<file path="config.mk">
export PLATFORM = sky130hd
export DESIGN_NAME = floyd_steinberg_binarizer_unit
export DESIGN_NICKNAME = d
export VERILOG_FILES = /design/src/rtl/core/fsb_pkg.sv /design/src/rtl/core/fsb_line_buf.sv /design/src/rtl/core/fsb_out_q.sv /design/src/rtl/core/floyd_steinberg_binarizer_unit.sv
export SDC_FILE = /design/constraint.sdc
export NUM_CORES = 2
export LEC_CHECK = 0
export BUFFER_PORTS_ARGS = -buffer_cell sky130_fd_sc_hd__buf_2
export CAP_MARGIN = 20
export CELL_PAD_IN_SITES_DETAIL_PLACEMENT = 0
export CELL_PAD_IN_SITES_GLOBAL_PLACEMENT = 1
export CORE_MARGIN = 1.5
export CORE_UTILIZATION = 45
export CTS_CLUSTER_SIZE = 24
export DETAILED_ROUTE_END_ITERATION = 10
export GPL_TIMING_DRIVEN = 1
export PLACE_DENSITY = 0.75
export SLEW_MARGIN = 20
export SYNTH_ARGS = -nofsm -noshare
export SYNTH_HDL_FRONTEND = slang
export SYNTH_SLANG_ARGS = --single-unit
</file>
<file path="constraint.sdc">
create_clock -name clk_i -period 13.76 [get_ports clk_i]
set_input_delay 2.064 -clock clk_i [delete_from_list [all_inputs] [get_ports clk_i]]
set_output_delay 2.064 -clock clk_i [all_outputs]
set_load 0.02 [all_outputs]
</file>
<file path="src/rtl/core/fsb_pkg.sv">
package fsb_pkg;

  localparam int MAX_WIDTH  = 128;
  localparam int MAX_HEIGHT = 64;

  localparam int COL_W    = $clog2(MAX_WIDTH);
  localparam int ROW_W    = $clog2(MAX_HEIGHT);
  localparam int PIX_W    = 8;
  localparam int WIDTH_W  = 8;
  localparam int HEIGHT_W = 7;
  localparam int ERR_W    = 10;

  localparam logic [WIDTH_W-1:0]  WIDTH_MAX  = WIDTH_W'(MAX_WIDTH);
  localparam logic [HEIGHT_W-1:0] HEIGHT_MAX = HEIGHT_W'(MAX_HEIGHT);

  localparam logic [WIDTH_W-1:0]  WIDTH_RST  = 8'd128;
  localparam logic [HEIGHT_W-1:0] HEIGHT_RST = 7'd64;
  localparam logic [PIX_W-1:0]    THRESH_RST = 8'd124;

  typedef enum logic [1:0] {
    CFG_WIDTH  = 2'd0,
    CFG_HEIGHT = 2'd1,
    CFG_THRESH = 2'd2
  } cfg_idx_e;

  typedef struct packed {
    logic             en;
    logic [COL_W-1:0] addr;
    logic [ERR_W-1:0] data;
  } fsb_wr_t;

  typedef struct packed {
    logic             pixel_on;
    logic [COL_W-1:0] column;
    logic [ROW_W-1:0] row;
    logic             frame_last;
  } fsb_res_t;

endpackage

</file>
<file path="src/rtl/core/fsb_line_buf.sv">
module fsb_line_buf
  import fsb_pkg::*;
(
  input  logic             clk_i,
  input  logic             rst_ni,
  input  logic             rd_en_i,
  input  logic [COL_W-1:0] rd_addr_i,
  input  fsb_wr_t          wr_i,
  output logic [ERR_W-1:0] rd_data_o
);

  logic [ERR_W-1:0]     mem_q [MAX_WIDTH];
  logic [MAX_WIDTH-1:0] vld_q;
  logic [ERR_W-1:0]     rd_data_q;
  logic                 rd_vld_q;

  always_ff @(posedge clk_i) begin
    if (wr_i.en) begin
      mem_q[wr_i.addr] <= wr_i.data;
    end
    if (rd_en_i) begin
      rd_data_q <= mem_q[rd_addr_i];
    end
  end

  // entries never written read as zero
  always_ff @(posedge clk_i or negedge rst_ni) begin
    if (!rst_ni) begin
      vld_q    <= '0;
      rd_vld_q <= 1'b0;
    end else begin
      if (wr_i.en) begin
        vld_q[wr_i.addr] <= 1'b1;
      end
      if (rd_en_i) begin
        rd_vld_q <= vld_q[rd_addr_i];
      end
    end
  end

  assign rd_data_o = rd_vld_q ? rd_data_q : '0;

endmodule

</file>
<file path="src/rtl/core/fsb_out_q.sv">
module fsb_out_q
  import fsb_pkg::*;
(
  input  logic       clk_i,
  input  logic       rst_ni,
  input  logic       push_i,
  input  fsb_res_t   data_i,
  input  logic       pop_i,
  output logic       valid_o,
  output fsb_res_t   data_o,
  output logic [1:0] count_o
);

  fsb_res_t   slot_q [2];
  logic       wr_ptr_q, wr_ptr_d;
  logic       rd_ptr_q, rd_ptr_d;
  logic [1:0] count_q, count_d;

  always_comb begin
    wr_ptr_d = push_i ? ~wr_ptr_q : wr_ptr_q;
    rd_ptr_d = pop_i ? ~rd_ptr_q : rd_ptr_q;
    count_d  = count_q + {1'b0, push_i} - {1'b0, pop_i};
  end

  always_ff @(posedge clk_i) begin
    if (push_i) begin
      slot_q[wr_ptr_q] <= data_i;
    end
  end

  always_ff @(posedge clk_i or negedge rst_ni) begin
    if (!rst_ni) begin
      wr_ptr_q <= 1'b0;
      rd_ptr_q <= 1'b0;
      count_q  <= 2'd0;
    end else begin
      wr_ptr_q <= wr_ptr_d;
      rd_ptr_q <= rd_ptr_d;
      count_q  <= count_d;
    end
  end

  assign valid_o = (count_q != 2'd0);
  assign data_o  = slot_q[rd_ptr_q];
  assign count_o = count_q;

`ifndef NO_ASSERTIONS
  a_no_overflow: assert property (@(posedge clk_i) disable iff (!rst_ni)
    (push_i && !pop_i) |-> (count_q != 2'd2))
    else $error("output queue overflow");
`endif

endmodule

</file>
<file path="src/rtl/core/floyd_steinberg_binarizer_unit.sv">
// One-bit Floyd-Steinberg binarizer: takes one gray pixel per clock in raster order while
// in_stall_o is low and returns one request per pixel with the lit bit, its column and
// row, and a flag on the last pixel of the image. An accepted pixel is registered in the
// buffer stage and its result is then pushed into the two-entry output queue, which
// raises out_valid_o. The sustained rate is one pixel per clock while out_stall_i is low.
// That rate is set by the single write port of the 128-entry error line buffer (the
// extra row-end write goes out in the slot of the next row's first pixel, which writes
// nothing) and by the registered loop that carries the right-hand error share to the
// next pixel. Per-entry valid bits make the buffer read as zero from reset, so no
// clearing pass is needed. The user must write width, height and threshold through the
// cfg port only while no pixel is in flight; the block does not enforce this.
module floyd_steinberg_binarizer_unit
  import fsb_pkg::*;
(
  input  logic                clk_i,
  input  logic                rst_ni,
  input  logic                in_valid_i,
  output logic                in_stall_o,
  input  logic [PIX_W-1:0]    gray_i,
  output logic                out_valid_o,
  input  logic                out_stall_i,
  output logic                pixel_on_o,
  output logic [COL_W-1:0]    column_o,
  output logic [ROW_W-1:0]    row_o,
  output logic                frame_last_o,
  input  logic                cfg_we_i,
  input  logic [1:0]          cfg_index_i,
  input  logic [WIDTH_W-1:0]  cfg_data_i
);

  logic [WIDTH_W-1:0]  width_q;
  logic [HEIGHT_W-1:0] height_q;
  logic [PIX_W-1:0]    thresh_q;

  logic [COL_W-1:0] col_cnt_q, col_cnt_d;
  logic [ROW_W-1:0] row_cnt_q, row_cnt_d;

  logic                accept;
  logic                pop;
  logic [1:0]          q_count;
  logic [2:0]          occ;
  logic [WIDTH_W-1:0]  ew;
  logic [HEIGHT_W-1:0] eh;
  logic [COL_W-1:0]    col_a;
  logic [ROW_W-1:0]    row_a;
  logic                last_col_a, last_row_a;

  logic             b_valid_q;
  logic [PIX_W-1:0] b_gray_q;
  logic [COL_W-1:0] b_col_q;
  logic [ROW_W-1:0] b_row_q;
  logic             b_last_col_q, b_last_row_q;

  logic signed [7:0]       right_carry_q, right_carry_d;
  logic signed [7:0]       pend_here_q, pend_here_d;
  logic signed [4:0]       pend_right_q, pend_right_d;

  fsb_wr_t          hold_q, hold_d;
  fsb_wr_t          fwd_q;
  fsb_wr_t          b_wr;
  fsb_wr_t          mem_wr;
  logic [ERR_W-1:0] rd_data;

  logic                    b_col_zero;
  logic signed [7:0]       left;
  logic signed [4:0]       pr;
  logic signed [ERR_W-1:0] above;
  logic signed [10:0]      sum;
  logic [PIX_W-1:0]        val;
  logic                    on;
  logic signed [8:0]       err;
  logic signed [11:0]      e_x, e3, e5, e7;
  logic signed [7:0]       s3, s5, s7;
  logic signed [4:0]       s1;
  logic signed [7:0]       ph_new;
  logic signed [ERR_W-1:0] ph_new_x;
  logic signed [ERR_W-1:0] left_entry;
  fsb_res_t                res;
  fsb_res_t                q_data;

  // configuration
  always_ff @(posedge clk_i or negedge rst_ni) begin
    if (!rst_ni) begin
      width_q  <= WIDTH_RST;
      height_q <= HEIGHT_RST;
      thresh_q <= THRESH_RST;
    end else if (cfg_we_i) begin
      unique case (cfg_idx_e'(cfg_index_i))
        CFG_WIDTH:  width_q  <= cfg_data_i;
        CFG_HEIGHT: height_q <= cfg_data_i[HEIGHT_W-1:0];
        CFG_THRESH: thresh_q <= cfg_data_i;
        default: ;
      endcase
    end
  end

  // flow control: room for the pixel now in the buffer stage plus a new one
  assign pop        = out_valid_o && !out_stall_i;
  assign occ        = {1'b0, q_count} + {2'b0, b_valid_q} - {2'b0, pop};
  assign in_stall_o = (occ >= 3'd2);
  assign accept     = in_valid_i && !in_stall_o;

  // position of the incoming pixel
  always_comb begin
    if (width_q == '0) begin
      ew = WIDTH_W'(1);
    end else if (width_q > WIDTH_MAX) begin
      ew = WIDTH_MAX;
    end else begin
      ew = width_q;
    end
    if (height_q == '0) begin
      eh = HEIGHT_W'(1);
    end else if (height_q > HEIGHT_MAX) begin
      eh = HEIGHT_MAX;
    end else begin
      eh = height_q;
    end
    col_a = ({1'b0, col_cnt_q} >= ew) ? COL_W'(ew - WIDTH_W'(1)) : col_cnt_q;
    row_a = ({1'b0, row_cnt_q} >= eh) ? ROW_W'(eh - HEIGHT_W'(1)) : row_cnt_q;
    last_col_a = ({1'b0, col_a} == (ew - WIDTH_W'(1)));
    last_row_a = ({1'b0, row_a} == (eh - HEIGHT_W'(1)));
    if (last_col_a) begin
      col_cnt_d = '0;
      row_cnt_d = last_row_a ? '0 : row_a + ROW_W'(1);
    end else begin
      col_cnt_d = col_a + COL_W'(1);
      row_cnt_d = row_a;
    end
  end

  always_ff @(posedge clk_i or negedge rst_ni) begin
    if (!rst_ni) begin
      col_cnt_q <= '0;
      row_cnt_q <= '0;
      b_valid_q <= 1'b0;
    end else begin
      b_valid_q <= accept;
      if (accept) begin
        col_cnt_q <= col_cnt_d;
        row_cnt_q <= row_cnt_d;
      end
    end
  end

  always_ff @(posedge clk_i) begin
    if (accept) begin
      b_gray_q     <= gray_i;
      b_col_q      <= col_a;
      b_row_q      <= row_a;
      b_last_col_q <= last_col_a;
      b_last_row_q <= last_row_a;
    end
  end

  // quantize and diffuse
  always_comb begin
    b_col_zero = (b_col_q == '0);
    left       = b_col_zero ? 8'sd0 : right_carry_q;
    pr         = b_col_zero ? 5'sd0 : pend_right_q;

    if (b_row_q == '0) begin
      above = '0;
    end else if (hold_q.en && (hold_q.addr == b_col_q)) begin
      above = $signed(hold_q.data);
    end else if (fwd_q.en && (fwd_q.addr == b_col_q)) begin
      above = $signed(fwd_q.data);
    end else begin
      above = $signed(rd_data);
    end

    sum = $signed({3'b000, b_gray_q}) + $signed({{3{left[7]}}, left})
        + $signed({above[ERR_W-1], above});
    if (sum < 11'sd0) begin
      val = '0;
    end else if (sum > 11'sd255) begin
      val = 8'd255;
    end else begin
      val = sum[7:0];
    end
    on  = (val > thresh_q);
    err = on ? ($signed({1'b0, val}) - 9'sd255) : $signed({1'b0, val});

    e_x = $signed({{3{err[8]}}, err});
    e3  = (e_x <<< 1) + e_x;
    e5  = (e_x <<< 2) + e_x;
    e7  = (e_x <<< 3) - e_x;
    s3  = e3[11:4];
    s5  = e5[11:4];
    s7  = e7[11:4];
    s1  = err[8:4];

    ph_new     = $signed({{3{pr[4]}}, pr}) + s5;
    ph_new_x   = $signed({{2{ph_new[7]}}, ph_new});
    left_entry = $signed({{2{pend_here_q[7]}}, pend_here_q})
               + $signed({{2{s3[7]}}, s3});

    b_wr   = '0;
    hold_d = '0;
    if (b_valid_q) begin
      if (!b_col_zero) begin
        b_wr.en   = 1'b1;
        b_wr.addr = b_col_q - COL_W'(1);
        b_wr.data = left_entry;
        if (b_last_col_q) begin
          hold_d.en   = 1'b1;
          hold_d.addr = b_col_q;
          hold_d.data = ph_new_x;
        end
      end else if (b_last_col_q) begin
        b_wr.en   = 1'b1;
        b_wr.addr = b_col_q;
        b_wr.data = ph_new_x;
      end
    end

    mem_wr = hold_q.en ? hold_q : b_wr;

    right_carry_d = right_carry_q;
    pend_here_d   = pend_here_q;
    pend_right_d  = pend_right_q;
    if (b_valid_q) begin
      if (b_last_col_q) begin
        right_carry_d = '0;
        pend_here_d   = '0;
        pend_right_d  = '0;
      end else begin
        right_carry_d = s7;
        pend_here_d   = ph_new;
        pend_right_d  = s1;
      end
    end

    res.pixel_on   = on;
    res.column     = b_col_q;
    res.row        = b_row_q;
    res.frame_last = b_last_col_q && b_last_row_q;
  end

  always_ff @(posedge clk_i or negedge rst_ni) begin
    if (!rst_ni) begin
      right_carry_q <= '0;
      pend_here_q   <= '0;
      pend_right_q  <= '0;
      hold_q        <= '0;
      fwd_q         <= '0;
    end else begin
      right_carry_q <= right_carry_d;
      pend_here_q   <= pend_here_d;
      pend_right_q  <= pend_right_d;
      hold_q        <= hold_d;
      fwd_q         <= mem_wr;
    end
  end

  fsb_line_buf u_line_buf (
    .clk_i     (clk_i),
    .rst_ni    (rst_ni),
    .rd_en_i   (accept),
    .rd_addr_i (col_a),
    .wr_i      (mem_wr),
    .rd_data_o (rd_data)
  );

  fsb_out_q u_out_q (
    .clk_i   (clk_i),
    .rst_ni  (rst_ni),
    .push_i  (b_valid_q),
    .data_i  (res),
    .pop_i   (pop),
    .valid_o (out_valid_o),
    .data_o  (q_data),
    .count_o (q_count)
  );

  assign pixel_on_o   = q_data.pixel_on;
  assign column_o     = q_data.column;
  assign row_o        = q_data.row;
  assign frame_last_o = q_data.frame_last;

`ifndef NO_ASSERTIONS
  a_single_write: assert property (@(posedge clk_i) disable iff (!rst_ni)
    hold_q.en |-> !b_wr.en)
    else $error("deferred row-end write collides with a pixel write");

  a_hold_origin: assert property (@(posedge clk_i) disable iff (!rst_ni)
    hold_q.en |-> $past(b_valid_q && b_last_col_q))
    else $error("deferred write without a row-end pixel");

  a_accept_flows: assert property (@(posedge clk_i) disable iff (!rst_ni)
    accept |=> (b_valid_q && (q_count != 2'd2 || $past(pop))))
    else $error("accepted pixel has no room downstream");
`endif

endmodule
</file>
==> impl_metrics.ini <==
[outcome]
status = completed

[timing]
finalHoldViolCount = 0
report.final.slew_viol_count = 0
min_period_ns = 11.74
fin_crit_sh = 0.8535
fin_tns_setup_ns = 0
max_freq_mhz = 85.15
worst_hold_slack_ns = 0.4638
clock_skew_ns = 0.03385
setup_viol = 0
grt_setup_unrepaired = false
slew_headroom = 0.2258
tightest_slew_ns = 1.157
postLayoutSetupSlackWorst_ns = 2.015

[synth]
synthCells = 4560
avgSynthCellArea_um2 = 13.49
synth_cell_type_count = 93
async_reset_ff_frac = 0.1558
synth_fp_nets = 4674
yosysWarnings = 0
synth_flop_cell = edfxtp_1
synth_edf_count = 1214
synth_seq_cells = 1438
netlist_area_um2 = 61530
ys_seq_area_frac = 0.6837

[cells_and_area]
syn_to_final_growth_pct = 11.93
diodes = 0
nNetsFinal = 4747
drive_above_1_share = 0.1308

[clock_network]
numCtsBuffers = 152
cts_sinks = 1438
cts.clk_slew.worst_paths_ns = 0.06
cts_tree = yes
cts_hold_buf = 0
h-tree-depth = 4
clock-root-buffer = clkbuf_16
cts_resized = 0
clock_latency_ns = 0.80
ctsLongestPathBuffers = 3
cts_setup_buffers = 0

[floorplanning]
chipWidth_um = 372.8
rows = 135
io_pins = 40
core_um2 = 135600
start_util = 0.4536
die_h_um = 372.8
dieArea_um2 = 139000

[grt]
overflow = 0
grt_usage = 0.2384
antenna_found_initial = 2
grt_pass1_vias = 36460
grt_pass1_wl_um = 246000
grt_max_degree = 140

[setup_path]
path_common_cell = a21oi_1
path_class = register to register
end_kind = register
crit_required_ns = 14.25
cp_slowest_cell = nor2_1
cp.arrival_ns = 12.24
cp-start-kind = register
slowest_delay_ns = 0.77
cp_max_fo = 65

[placement]
place_congestion = 0.8411
post-dp-hpwl_um = 99430
io_buffers = 39
dp_slack_ns = 2.118

[drt]
wl_um = 168000
drc = 0
wl_per_cell_um = 25.68
vias = 38290
first_pass_iters = 6
drtAntennaViolNets = 0
drt-initial-drc-count = 4184
avgViaCountPerCell = 5.852

[run]
max_cap_viol_count = 0

[worst_hold_path]
hold_path.class = register to register
==> synth_stat cells, drive strengths merged, types with 11 or more instances <==
master / number / area (um^2)
a211oi: 14 / 110.1
a21o: 19 / 142.6
a21oi: 162 / 818.3
a221oi: 17 / 155.1
a311oi: 38 / 332.8
a31oi: 49 / 306.5
and2: 16 / 100.1
and3: 75 / 469.2
buf: 167 / 958.4
clkbuf: 81 / 307.8
dfrtp: 217 / 5430
edfxtp: 1214 / 36450
fa: 12 / 240.2
ha: 79 / 988.5
inv: 58 / 217.7
mux2: 51 / 574.3
mux2i: 389 / 3894
nand2: 752 / 2823
nand2b: 22 / 145.1
nand3: 267 / 1336
nor2: 226 / 858.3
nor2b: 18 / 112.6
nor3: 26 / 130.1
nor4: 24 / 156.4
o21ai: 65 / 329.1
o221ai: 88 / 770.7
o22ai: 24 / 150.1
o2bb2ai: 11 / 96.34
o311ai: 16 / 140.1
o31ai: 15 / 136.4
or2: 131 / 819.5
or4: 18 / 135.1
xnor2: 41 / 359.1
xor2: 33 / 289.0
==> cell usage in the layout, fill, tap and decap left out, drive strengths merged, types with 11 or more instances in the layout <==
master / count
o311ai: 16
nor3: 26
buf: 167
a21oi: 162
ha: 79
or4: 18
nor2: 226
nor4: 24
o22ai: 24
xor2: 33
fa: 12
o2bb2ai: 11
nand2b: 22
a311oi: 38
o221ai: 88
nor2b: 18
nand2: 752
clkbuf: 219
o21ai: 65
a221oi: 17
mux2i: 389
mux2: 51
o31ai: 15
and2: 16
a211oi: 14
dfrtp: 217
nand3: 267
and3: 75
a21o: 19
or2: 131
edfxtp: 1214
xnor2: 41
clkinv: 45
inv: 68
a31oi: 49
==> worst paths after layout <==
check,startpoint,end,slack (ns),depth (start not counted)
hold / removal,u_line_buf.vld_q[74]$_DFFE_PN0N_,u_line_buf.vld_q[74]$_DFFE_PN0N_,0.46,1
max in group asynchronous,rst_ni,u_line_buf.vld_q[113]$_DFFE_PN0N_,10.34,3
min in group asynchronous,rst_ni,width_q[1]$_DFFE_PN0P_,1.24,1
setup / recovery,b_col_q[5]$_DFFE_PP_,u_line_buf.mem_q[105][7]$_DFFE_PP_,2.02,42
hold reg to reg,u_line_buf.vld_q[74]$_DFFE_PN0N_,u_line_buf.vld_q[74]$_DFFE_PN0N_,0.46,1
setup reg to reg,b_col_q[5]$_DFFE_PP_,u_line_buf.mem_q[105][7]$_DFFE_PP_,2.02,42
==> state kept, by name (all words and copies together) (netlist names), 8 cells and up <==
name	count
thresh_q	8
u_line_buf.rd_data_q	9
u_line_buf.vld_q	128
width_q	8
u_out_q.slot_q	30
hold_q	16
pend_here_q	8
b_gray_q	8
right_carry_q	8
u_line_buf.mem_q	1152
fwd_q	17
==> metrics by stage <==
| step | instances | area (um^2) | utilization |
|---|---|---|---|
| 2_1_floorplan | 4560 | 61530 | - |
| 3_3_place_gp | 6248 | 63850 | 0.4708 |
| 3_5_place_dp | 6254 | 63950 | 0.4715 |
| 4_1_cts | 6537 | 68760 | 0.5069 |
| 5_1_grt | 6543 | 68870 | 0.5078 |
| 6_report | 6543 | 68870 | 0.5078 |
==> area by class of cell <==
class                      instances  area [um^2]
tap                             1781         2228
clock buffer                     219         4145
fill                           11420        66770
sequential                      1438        42070
multi-input combinational       2814        18230
inverter                          60        240.2
timing repair buffer             167         1299
clock inverter                    64        661.9
==> critical path: cells and delay by family, from the launching register on <==
kind,cells,cell delay [ns]
flip-flops,1,0.55
XOR/XNOR,4,1.02
AO/OA/AOI/OAI,20,4.36
adder cells (fa/ha/maj),6,2.09
buffers and inverters,3,1.35
AND/OR/NAND/NOR,9,1.97
==> logic make-up after synthesis <==
| kind of cell | Yosys count | share of synthesized area |
|---|---|---|
| xor gates and xnor gates | 74 | 0.01053 |
| DFF | 1438 | 0.6837 |
| buffers and inverters | 308 | 0.02424 |
| AOI/OAI and AO/OA | 599 | 0.06957 |
| muxes | 440 | 0.07262 |
| adders and majority gates | 91 | 0.01997 |
| and+or+nand+nor | 1610 | 0.1193 |
==> layer usage <==
layer	up-vias	GRT usage	wire, um
met5	-	0	13
li1	17150	-	-
met4	2	0.07516	4951
met2	1605	0.3729	77670
met3	261	0.04387	13890
met1	19270	0.3378	71490
Power is not shown: default switching activity piles up to over one toggle a cycle in this logic, so the estimate is an artifact.
